==> src/hw/rtl/msd_pkg.sv <==
package msd_pkg;

  localparam int unsigned NumSw  = 16;
  localparam int unsigned IdxW   = $clog2(NumSw);
  localparam int unsigned NumPr  = NumSw / 2;
  localparam int unsigned CountW = 8;
  localparam int unsigned TicksW = 8;
  localparam int unsigned CfgW   = 16;
  localparam int unsigned CfgIdxW = 3;

  typedef enum logic [1:0] {
    PhOpen    = 2'h0,
    PhClosed  = 2'h1,
    PhOpening = 2'h2,
    PhClosing = 2'h3
  } phase_e;

  typedef enum logic [CfgIdxW-1:0] {
    CfgPresent  = 3'd0,
    CfgPair     = 3'd1,
    CfgWaitMode = 3'd2,
    CfgNotify   = 3'd3,
    CfgClosing  = 3'd4,
    CfgOpening  = 3'd5
  } cfg_idx_e;

  typedef struct packed {
    logic              mode;
    logic [NumSw-1:0]  change_bits;
  } in_item_t;

  typedef struct packed {
    logic [NumSw-1:0] debounced_bits;
    logic [NumSw-1:0] notify_bits;
    logic [NumSw-1:0] raw_bits;
  } out_item_t;

  // saturate a tick setting to the countdown width
  function automatic logic [CountW-1:0] sat_count(logic [TicksW-1:0] ticks);
    logic [TicksW+CountW-1:0] wide;
    logic [TicksW+CountW-1:0] lim;
    begin
      wide = (TicksW+CountW)'(ticks);
      lim  = (TicksW+CountW)'({CountW{1'b1}});
      if (wide > lim) begin
        sat_count = {CountW{1'b1}};
      end else begin
        sat_count = wide[CountW-1:0];
      end
    end
  endfunction

endpackage

==> src/hw/rtl/multi_switch_debouncer_core.sv <==
// Switch debouncer core: one shared update step visits one switch position a cycle.
// After an item is accepted, the position sequencer runs 16 position steps, then the
// result is loaded into the output register. The input stalls until then: while the
// position sequencer runs and while the finished result still waits for a full
// output register. Reset clears configuration, raw and debounced images, all
// countdowns, and puts every switch in the closed phase.
module multi_switch_debouncer_core (
  input  logic                          clk_i,
  input  logic                          rst_ni,
  input  logic                          in_valid_i,
  output logic                          in_stall_o,
  input  msd_pkg::in_item_t             in_item_i,
  output logic                          out_valid_o,
  input  logic                          out_stall_i,
  output msd_pkg::out_item_t            out_item_o,
  input  logic                          cfg_we_i,
  input  logic [msd_pkg::CfgIdxW-1:0]   cfg_idx_i,
  input  logic [msd_pkg::CfgW-1:0]      cfg_wdata_i
);

  typedef enum logic [1:0] {
    StIdle,
    StRun,
    StDone
  } state_e;

  state_e state_q;

  logic [msd_pkg::NumSw-1:0]  present_q, wait_q, notify_q;
  logic [msd_pkg::NumPr-1:0]  pair_q;
  logic [msd_pkg::TicksW-1:0] close_ticks_q, open_ticks_q;

  logic [msd_pkg::NumSw-1:0]  raw_q, db_q, notes_q, chg_q;
  logic [msd_pkg::NumSw-1:0]  db_d, notes_d;
  logic                       mode_q;
  logic [msd_pkg::IdxW-1:0]   idx_q;

  msd_pkg::phase_e            phase_q [msd_pkg::NumSw];
  logic [msd_pkg::CountW-1:0] count_q [msd_pkg::NumSw];
  msd_pkg::phase_e            ph_d;
  logic [msd_pkg::CountW-1:0] cnt_d;

  logic                       out_valid_q;
  msd_pkg::out_item_t         out_item_q;

  logic in_acc;
  assign in_stall_o  = (state_q != StIdle);
  assign in_acc      = in_valid_i && !in_stall_o;
  assign out_valid_o = out_valid_q;
  assign out_item_o  = out_item_q;

  // shared per-position update step
  logic [msd_pkg::IdxW-1:0]   idx_lo, idx_hi;
  logic [msd_pkg::CountW-1:0] close_cnt, open_cnt, cnt_cur;
  msd_pkg::phase_e            ph_cur, end_ph;
  logic raw_bit, wait_bit, button, pair_act, counting, end_put;
  logic put, put_val, tell;
  logic [1:0] pr_on, pr_cur;

  assign idx_lo    = {idx_q[msd_pkg::IdxW-1:1], 1'b0};
  assign idx_hi    = {idx_q[msd_pkg::IdxW-1:1], 1'b1};
  assign close_cnt = msd_pkg::sat_count(close_ticks_q);
  assign open_cnt  = msd_pkg::sat_count(open_ticks_q);
  assign ph_cur    = phase_q[idx_q];
  assign cnt_cur   = count_q[idx_q];
  assign raw_bit   = raw_q[idx_q];
  assign wait_bit  = wait_q[idx_q];
  assign pair_act  = pair_q[idx_q[msd_pkg::IdxW-1:1]] && present_q[idx_lo];
  assign button    = present_q[idx_q] && !pair_act;
  assign counting  = (ph_cur == msd_pkg::PhOpening) || (ph_cur == msd_pkg::PhClosing);
  assign end_ph    = raw_bit ? msd_pkg::PhOpen : msd_pkg::PhClosed;
  assign end_put   = (ph_cur == msd_pkg::PhOpening) ? (raw_bit == wait_bit)
                                                    : (raw_bit != wait_bit);
  assign pr_on     = {raw_q[idx_hi], raw_q[idx_lo]};
  assign pr_cur    = {db_q[idx_hi], db_q[idx_lo]};

  always_comb begin
    ph_d    = ph_cur;
    cnt_d   = cnt_cur;
    db_d    = db_q;
    notes_d = notes_q;
    put     = 1'b0;
    put_val = 1'b0;
    tell    = 1'b0;
    if (mode_q) begin
      if (button && counting) begin
        if (cnt_cur <= msd_pkg::CountW'(1)) begin
          ph_d    = end_ph;
          cnt_d   = '0;
          put     = end_put;
          put_val = raw_bit;
          tell    = 1'b1;
        end else begin
          cnt_d = cnt_cur - msd_pkg::CountW'(1);
        end
      end
    end else if (chg_q[idx_q] && button) begin
      unique case (ph_cur)
        msd_pkg::PhOpen: begin
          if (!raw_bit) begin
            put_val = 1'b0;
            tell    = 1'b1;
            if (close_cnt == '0) begin
              put  = 1'b1;
              ph_d = msd_pkg::PhClosed;
            end else begin
              put   = !wait_bit;
              ph_d  = msd_pkg::PhClosing;
              cnt_d = close_cnt;
            end
          end else begin
            put     = 1'b1;
            put_val = 1'b1;
          end
        end
        msd_pkg::PhClosed: begin
          if (raw_bit) begin
            put_val = 1'b1;
            tell    = 1'b1;
            if (open_cnt == '0) begin
              put  = 1'b1;
              ph_d = msd_pkg::PhOpen;
            end else begin
              put   = !wait_bit;
              ph_d  = msd_pkg::PhOpening;
              cnt_d = open_cnt;
            end
          end else begin
            put     = 1'b1;
            put_val = 1'b0;
          end
        end
        msd_pkg::PhOpening: begin
          if (open_cnt == '0) begin
            ph_d    = end_ph;
            cnt_d   = '0;
            put     = end_put;
            put_val = raw_bit;
            tell    = 1'b1;
          end else begin
            cnt_d = open_cnt;
          end
        end
        default: begin
          if (close_cnt == '0) begin
            ph_d    = end_ph;
            cnt_d   = '0;
            put     = end_put;
            put_val = raw_bit;
            tell    = 1'b1;
          end else begin
            cnt_d = close_cnt;
          end
        end
      endcase
    end
    if (put) begin
      db_d[idx_q] = put_val;
      if (tell && notify_q[idx_q]) begin
        notes_d[idx_q] = 1'b1;
      end
    end
    // pair latches 01 / 10, visited at its even position
    if (!mode_q && !idx_q[0] && pair_act && (chg_q[idx_hi] || chg_q[idx_lo])) begin
      if ((pr_on == 2'b01 || pr_on == 2'b10) && pr_cur != pr_on) begin
        db_d[idx_lo] = pr_on[0];
        db_d[idx_hi] = pr_on[1];
        if (notify_q[idx_lo]) begin
          notes_d[idx_lo] = 1'b1;
        end
      end
    end
  end

  always_ff @(posedge clk_i or negedge rst_ni) begin
    if (!rst_ni) begin
      present_q     <= '0;
      pair_q        <= '0;
      wait_q        <= '0;
      notify_q      <= '0;
      close_ticks_q <= '0;
      open_ticks_q  <= '0;
    end else if (cfg_we_i) begin
      unique case (msd_pkg::cfg_idx_e'(cfg_idx_i))
        msd_pkg::CfgPresent:  present_q     <= cfg_wdata_i[msd_pkg::NumSw-1:0];
        msd_pkg::CfgPair:     pair_q        <= cfg_wdata_i[msd_pkg::NumPr-1:0];
        msd_pkg::CfgWaitMode: wait_q        <= cfg_wdata_i[msd_pkg::NumSw-1:0];
        msd_pkg::CfgNotify:   notify_q      <= cfg_wdata_i[msd_pkg::NumSw-1:0];
        msd_pkg::CfgClosing:  close_ticks_q <= cfg_wdata_i[msd_pkg::TicksW-1:0];
        msd_pkg::CfgOpening:  open_ticks_q  <= cfg_wdata_i[msd_pkg::TicksW-1:0];
        default: ;
      endcase
    end
  end

  always_ff @(posedge clk_i or negedge rst_ni) begin
    if (!rst_ni) begin
      state_q     <= StIdle;
      idx_q       <= '0;
      raw_q       <= '0;
      db_q        <= '0;
      notes_q     <= '0;
      mode_q      <= 1'b0;
      chg_q       <= '0;
      out_valid_q <= 1'b0;
      out_item_q  <= '0;
      for (int i = 0; i < msd_pkg::NumSw; i++) begin
        phase_q[i] <= msd_pkg::PhClosed;
        count_q[i] <= '0;
      end
    end else begin
      if (state_q == StDone && (!out_valid_q || !out_stall_i)) begin
        out_valid_q               <= 1'b1;
        out_item_q.debounced_bits <= db_q;
        out_item_q.notify_bits    <= notes_q;
        out_item_q.raw_bits       <= raw_q;
      end else if (out_valid_q && !out_stall_i) begin
        out_valid_q <= 1'b0;
      end
      unique case (state_q)
        StIdle: begin
          if (in_acc) begin
            mode_q  <= in_item_i.mode;
            chg_q   <= in_item_i.change_bits;
            notes_q <= '0;
            idx_q   <= '0;
            if (!in_item_i.mode) begin
              raw_q <= raw_q ^ in_item_i.change_bits;
            end
            state_q <= StRun;
          end
        end
        StRun: begin
          phase_q[idx_q] <= ph_d;
          count_q[idx_q] <= cnt_d;
          db_q           <= db_d;
          notes_q        <= notes_d;
          idx_q          <= idx_q + msd_pkg::IdxW'(1);
          if (idx_q == msd_pkg::IdxW'(msd_pkg::NumSw - 1)) begin
            state_q <= StDone;
          end
        end
        StDone: begin
          if (!out_valid_q || !out_stall_i) begin
            state_q <= StIdle;
          end
        end
        default: state_q <= StIdle;
      endcase
    end
  end

endmodule

==> config.mk <==
export PLATFORM = sky130hd
export DESIGN_NAME = multi_switch_debouncer_core
export DESIGN_NICKNAME = d
export VERILOG_FILES = /design/src/hw/rtl/msd_pkg.sv /design/src/hw/rtl/multi_switch_debouncer_core.sv
export SDC_FILE = /design/constraint.sdc
export NUM_CORES = 1
export LEC_CHECK = 0
export BUFFER_PORTS_ARGS = -buffer_cell sky130_fd_sc_hd__buf_2
export CAP_MARGIN = 25
export CORE_ASPECT_RATIO = 0.8
export CORE_MARGIN = 4
export CORE_UTILIZATION = 40
export CTS_BUF_LIST = sky130_fd_sc_hd__clkbuf_16
export CTS_CLUSTER_DIAMETER = 30
export DETAILED_ROUTE_END_ITERATION = 10
export GPL_TIMING_DRIVEN = 1
export SETUP_SLACK_MARGIN = 0.4
export SLEW_MARGIN = 10
export SYNTH_ARGS = -nofsm -noshare
export SYNTH_HDL_FRONTEND = slang
export SYNTH_SLANG_ARGS = --single-unit
==> constraint.sdc <==
create_clock -name clk_i -period 9.7 [get_ports clk_i]
set_clock_uncertainty 0.2 [all_clocks]
set_input_delay 1.455 -clock clk_i [delete_from_list [all_inputs] [get_ports clk_i]]
set_output_delay 1.455 -clock clk_i [all_outputs]
set_load 0.1 [all_outputs]
==> results.sh <==
export IMPL_syn_nets=1513
export IMPL_htreeDepth=3
export IMPL_clock_path_buffers=3
export IMPL_areaGrowthSynthToFinish_pct=18.7
export IMPL_fmax_mhz=185
export IMPL_status="finished clean"
export IMPL_p_comb_share_pct=39.9
export IMPL_synth_edf_count=0
export IMPL_clock_sinks=352
export IMPL_hpwl_mm=32.4
export IMPL_drt_wl_total_mm=49.2
export IMPL_dieArea_mm2=0.0465
export IMPL_fin_tns_setup_ns=0
export IMPL_finalWorstSetupSlack_ns=4.30
export IMPL_drcViolationCount=0
export IMPL_power_frac_clock_pct=30.2
export IMPL_synthSimpleGateAreaFrac_pct=9.85
export IMPL_placed_area_mm2=0.0180
export IMPL_relSlewSlack_pct=27.8
export IMPL_ant_nets=0
export IMPL_cap_violations=0
export IMPL_ys_types=91
export IMPL_place_gp_congestion=0.899
export IMPL_p_int_mw=4.59
export IMPL_avgSynthCellArea_um2=11.8
export IMPL_async_reset_ff_share_pct=100
export IMPL_critPathTopFamily="compound AO/OA/AOI/OAI gates"
export IMPL_grt_max_degree=102
export IMPL_cp_startpoint="idx_q[0]$_DFFE_PN0P_"
export IMPL_nets=1605
export IMPL_ys_ff_latch=352
export IMPL_drt_pass1_iter_count=6
export IMPL_cts_resized=0
export IMPL_synthXorXnorAreaFrac_pct=0.915
export IMPL_cts_buffers=71
export IMPL_drt_wirelength_per_cell_um=22.7
export IMPL_yosys_area_share_adder_pct=0.436
export IMPL_overflow=0
export IMPL_place_inst=2029
export IMPL_cp_required_ns=9.88
export IMPL_power_mw=7.86
export IMPL_ys_seq_area_share_pct=51.2
export IMPL_hp_class="reg2reg"
export IMPL_final_cells=2166
export IMPL_start_util_pct=40.8
export IMPL_io_buffer_count=90
export IMPL_worst_slew_pin_slew_ns=1.08
export IMPL_min_period_ns=5.40
export IMPL_synth_warnings=0
export IMPL_power_density_mw_per_mm2=384
export IMPL_slew_violations=0
export IMPL_cts_hold_buf=0
export IMPL_die_h_um=194
export IMPL_start_kind="flip-flop"
export IMPL_crit_buf_inv=1
export IMPL_rows=67
export IMPL_grt_usage_pct=21.2
export IMPL_setup_violations=0
export IMPL_final_period_utilization_pct=55.6
export IMPL_ir_worst_vdd_mv=0.165
export IMPL_grt_pass1_wl_mm=76.9
export IMPL_path_max_fanout=50
export IMPL_post_cts_buffers=0
export IMPL_synth_ff_type="dfrtp_1"
export IMPL_switchingPower_mw=3.27
export IMPL_r2r_start="idx_q[0]$_DFFE_PN0P_"
export IMPL_grt_busiest_layer="met1"
export IMPL_path_cells="buf_4 > mux4_2 > a211oi_1 > and4_1 > nand4_4 > o21ai_2 > nor2_2 > a221oi_2 > o21ai_0"
export IMPL_ios=91
export IMPL_crit_arrival_ns=5.58
export IMPL_n_antenna_cell=0
export IMPL_met1_usage_pct=31.4
export IMPL_swShare_pct=41.6
export IMPL_clkTransAtPathRegs_ns=0.05
export IMPL_cts_root_buf="clkbuf_16"
export IMPL_hold_worst_slack_ns=0.273
export IMPL_worstHoldStart="out_item_o[44]$_DFFE_PN0P_"
export IMPL_synthMuxAreaShare_pct=21.5
export IMPL_total_leakage_power_nw=9.13
export IMPL_drive_above_1_share_pct=32.6
export IMPL_syn_area_mm2=0.0172
export IMPL_cp_end_kind="flip-flop"
export IMPL_cts_tree="built"
export IMPL_vias=12571
export IMPL_core_mm2=0.0423
export IMPL_antenna_found_initial=0
export IMPL_crit_slowest_cell="dfrtp_4"
export IMPL_finalHoldViolCount=0
export IMPL_drtIter0Drc=1167
export IMPL_pwr_share_seq_pct=29.9
export IMPL_final_area_mm2=0.0205
export IMPL_grt_pass1_vias=12637
export IMPL_max_stage_delay_ns=0.98
export IMPL_netlist_instances=1466
export IMPL_synth_compound_gate_area_share_pct=12.2
export IMPL_met2_usage_pct=31.0
export IMPL_rsz0062_at_grt="false"
export IMPL_final_core_util_pct=48.4
export IMPL_clk_latency_ns=0.57
export IMPL_grtUsageMet3_pct=4.81
export IMPL_die_w_um=240
export IMPL_synth_top_family_by_area="multiplexers"
export IMPL_via_per_inst=5.80
export IMPL_criticalPathCategory="reg2reg"
export IMPL_place_ws_ns=4.28
worst reg2reg max path: stages, from the launching register on:
cell	delay, ns
dfrtp_4	0.98
buf_4	0.72
mux4_2	0.59
a211oi_1	0.44
and4_1	0.45
nand4_4	0.24
o21ai_2	0.34
nor2_2	0.10
a221oi_2	0.89
o21ai_0	0.26
worst paths after layout:
path / endpoint / cells after the start / slack [ns]
max in group asynchronous: count_q[83]$_DFFE_PN0P_ / 2 / 7.29
setup reg to reg: count_q[116]$_DFFE_PN0P_ / 9 / 4.30
setup / recovery: count_q[116]$_DFFE_PN0P_ / 9 / 4.30
hold reg to reg: out_item_o[44]$_DFFE_PN0P_ / 2 / 0.27
min in group asynchronous: out_valid_o$_DFFE_PN0P_ / 1 / 0.73
hold / removal: out_item_o[44]$_DFFE_PN0P_ / 2 / 0.27
kinds of logic after synthesis:
kind of cell             after synthesis
AO/OA/AOI/OAI                        306
XOR/XNOR                              18
adder cells (fa/ha/maj)                6
buffers and inverters                118
flip-flops                           352
multiplexers                         311
AND/OR/NAND/NOR                      355
area by class of cell:
cell class	instances	area [um2]
clock buffers	74	1850
clock inverters	55	512
fillers	3823	21800
inverters	17	63.8
multi-input cells	996	7750
flip-flops and latches	352	8840
well taps	552	691
repair buffers	120	748
synth_stat cells, types with 16 or more instances:
master    count  share of area (%)
nor2_1       39               0.85
o21ai_1      25               0.73
xnor2_1      17               0.86
o22ai_1      39                1.4
mux2i_1      81                4.7
clkbuf_1     55                1.2
nand2_1     194                4.2
a21oi_1      22               0.64
mux4_2       26                3.4
mux2_2      202                 13
dfstp_2      16                2.4
buf_2        20               0.58
dfrtp_1     336                 49
nand3_1      36                1.0
o21ai_0      94                2.7
metal layers:
metal / vias up / share of wire [%]
met5: - / 0
met1: 6361 / 46
met4: 0 / 2.5
met3: 107 / 7.2
li1: 5599 / -
met2: 504 / 44
placed cells by master (no fill, tap or decap), drive strengths merged, types with 27 or more instances in the layout:
cell / Yosys / routed
clkbuf: 55 / 75
nor2: 41 / 41
inv: 15 / 29
o21ai: 127 / 127
o22ai: 40 / 40
buf: 46 / 119
mux2i: 82 / 82
mux2: 203 / 203
clkinv: 2 / 27
nand3: 36 / 36
nand2: 194 / 194
dfrtp: 336 / 336
state kept, by name, summed over array words and instances, names as in the netlist:
name / cells
chg_q: 16
close_cnt: 8
count_q: 128
db_q: 16
idx_q: 4
mode_q: 1
notes_q: 16
notify_q: 16
open_cnt: 8
out_item_o: 48
out_valid_o: 1
pair_q: 8
phase_q: 32
present_q: 16
raw_q: 16
state_q: 2
wait_q: 16
power groups by stage:
stage	Combinational, mW	Clock [mW]	Sequential, mW
after floorplan	2.11	0	2.51
after CTS	3.07	2.41	2.34
after global routing	3.35	2.48	2.41
after global placement	2.99	0	2.34
final	3.14	2.37	2.35
after detailed placement	3.05	0	2.36
Note: power is estimated with default switching activity, not from simulation.
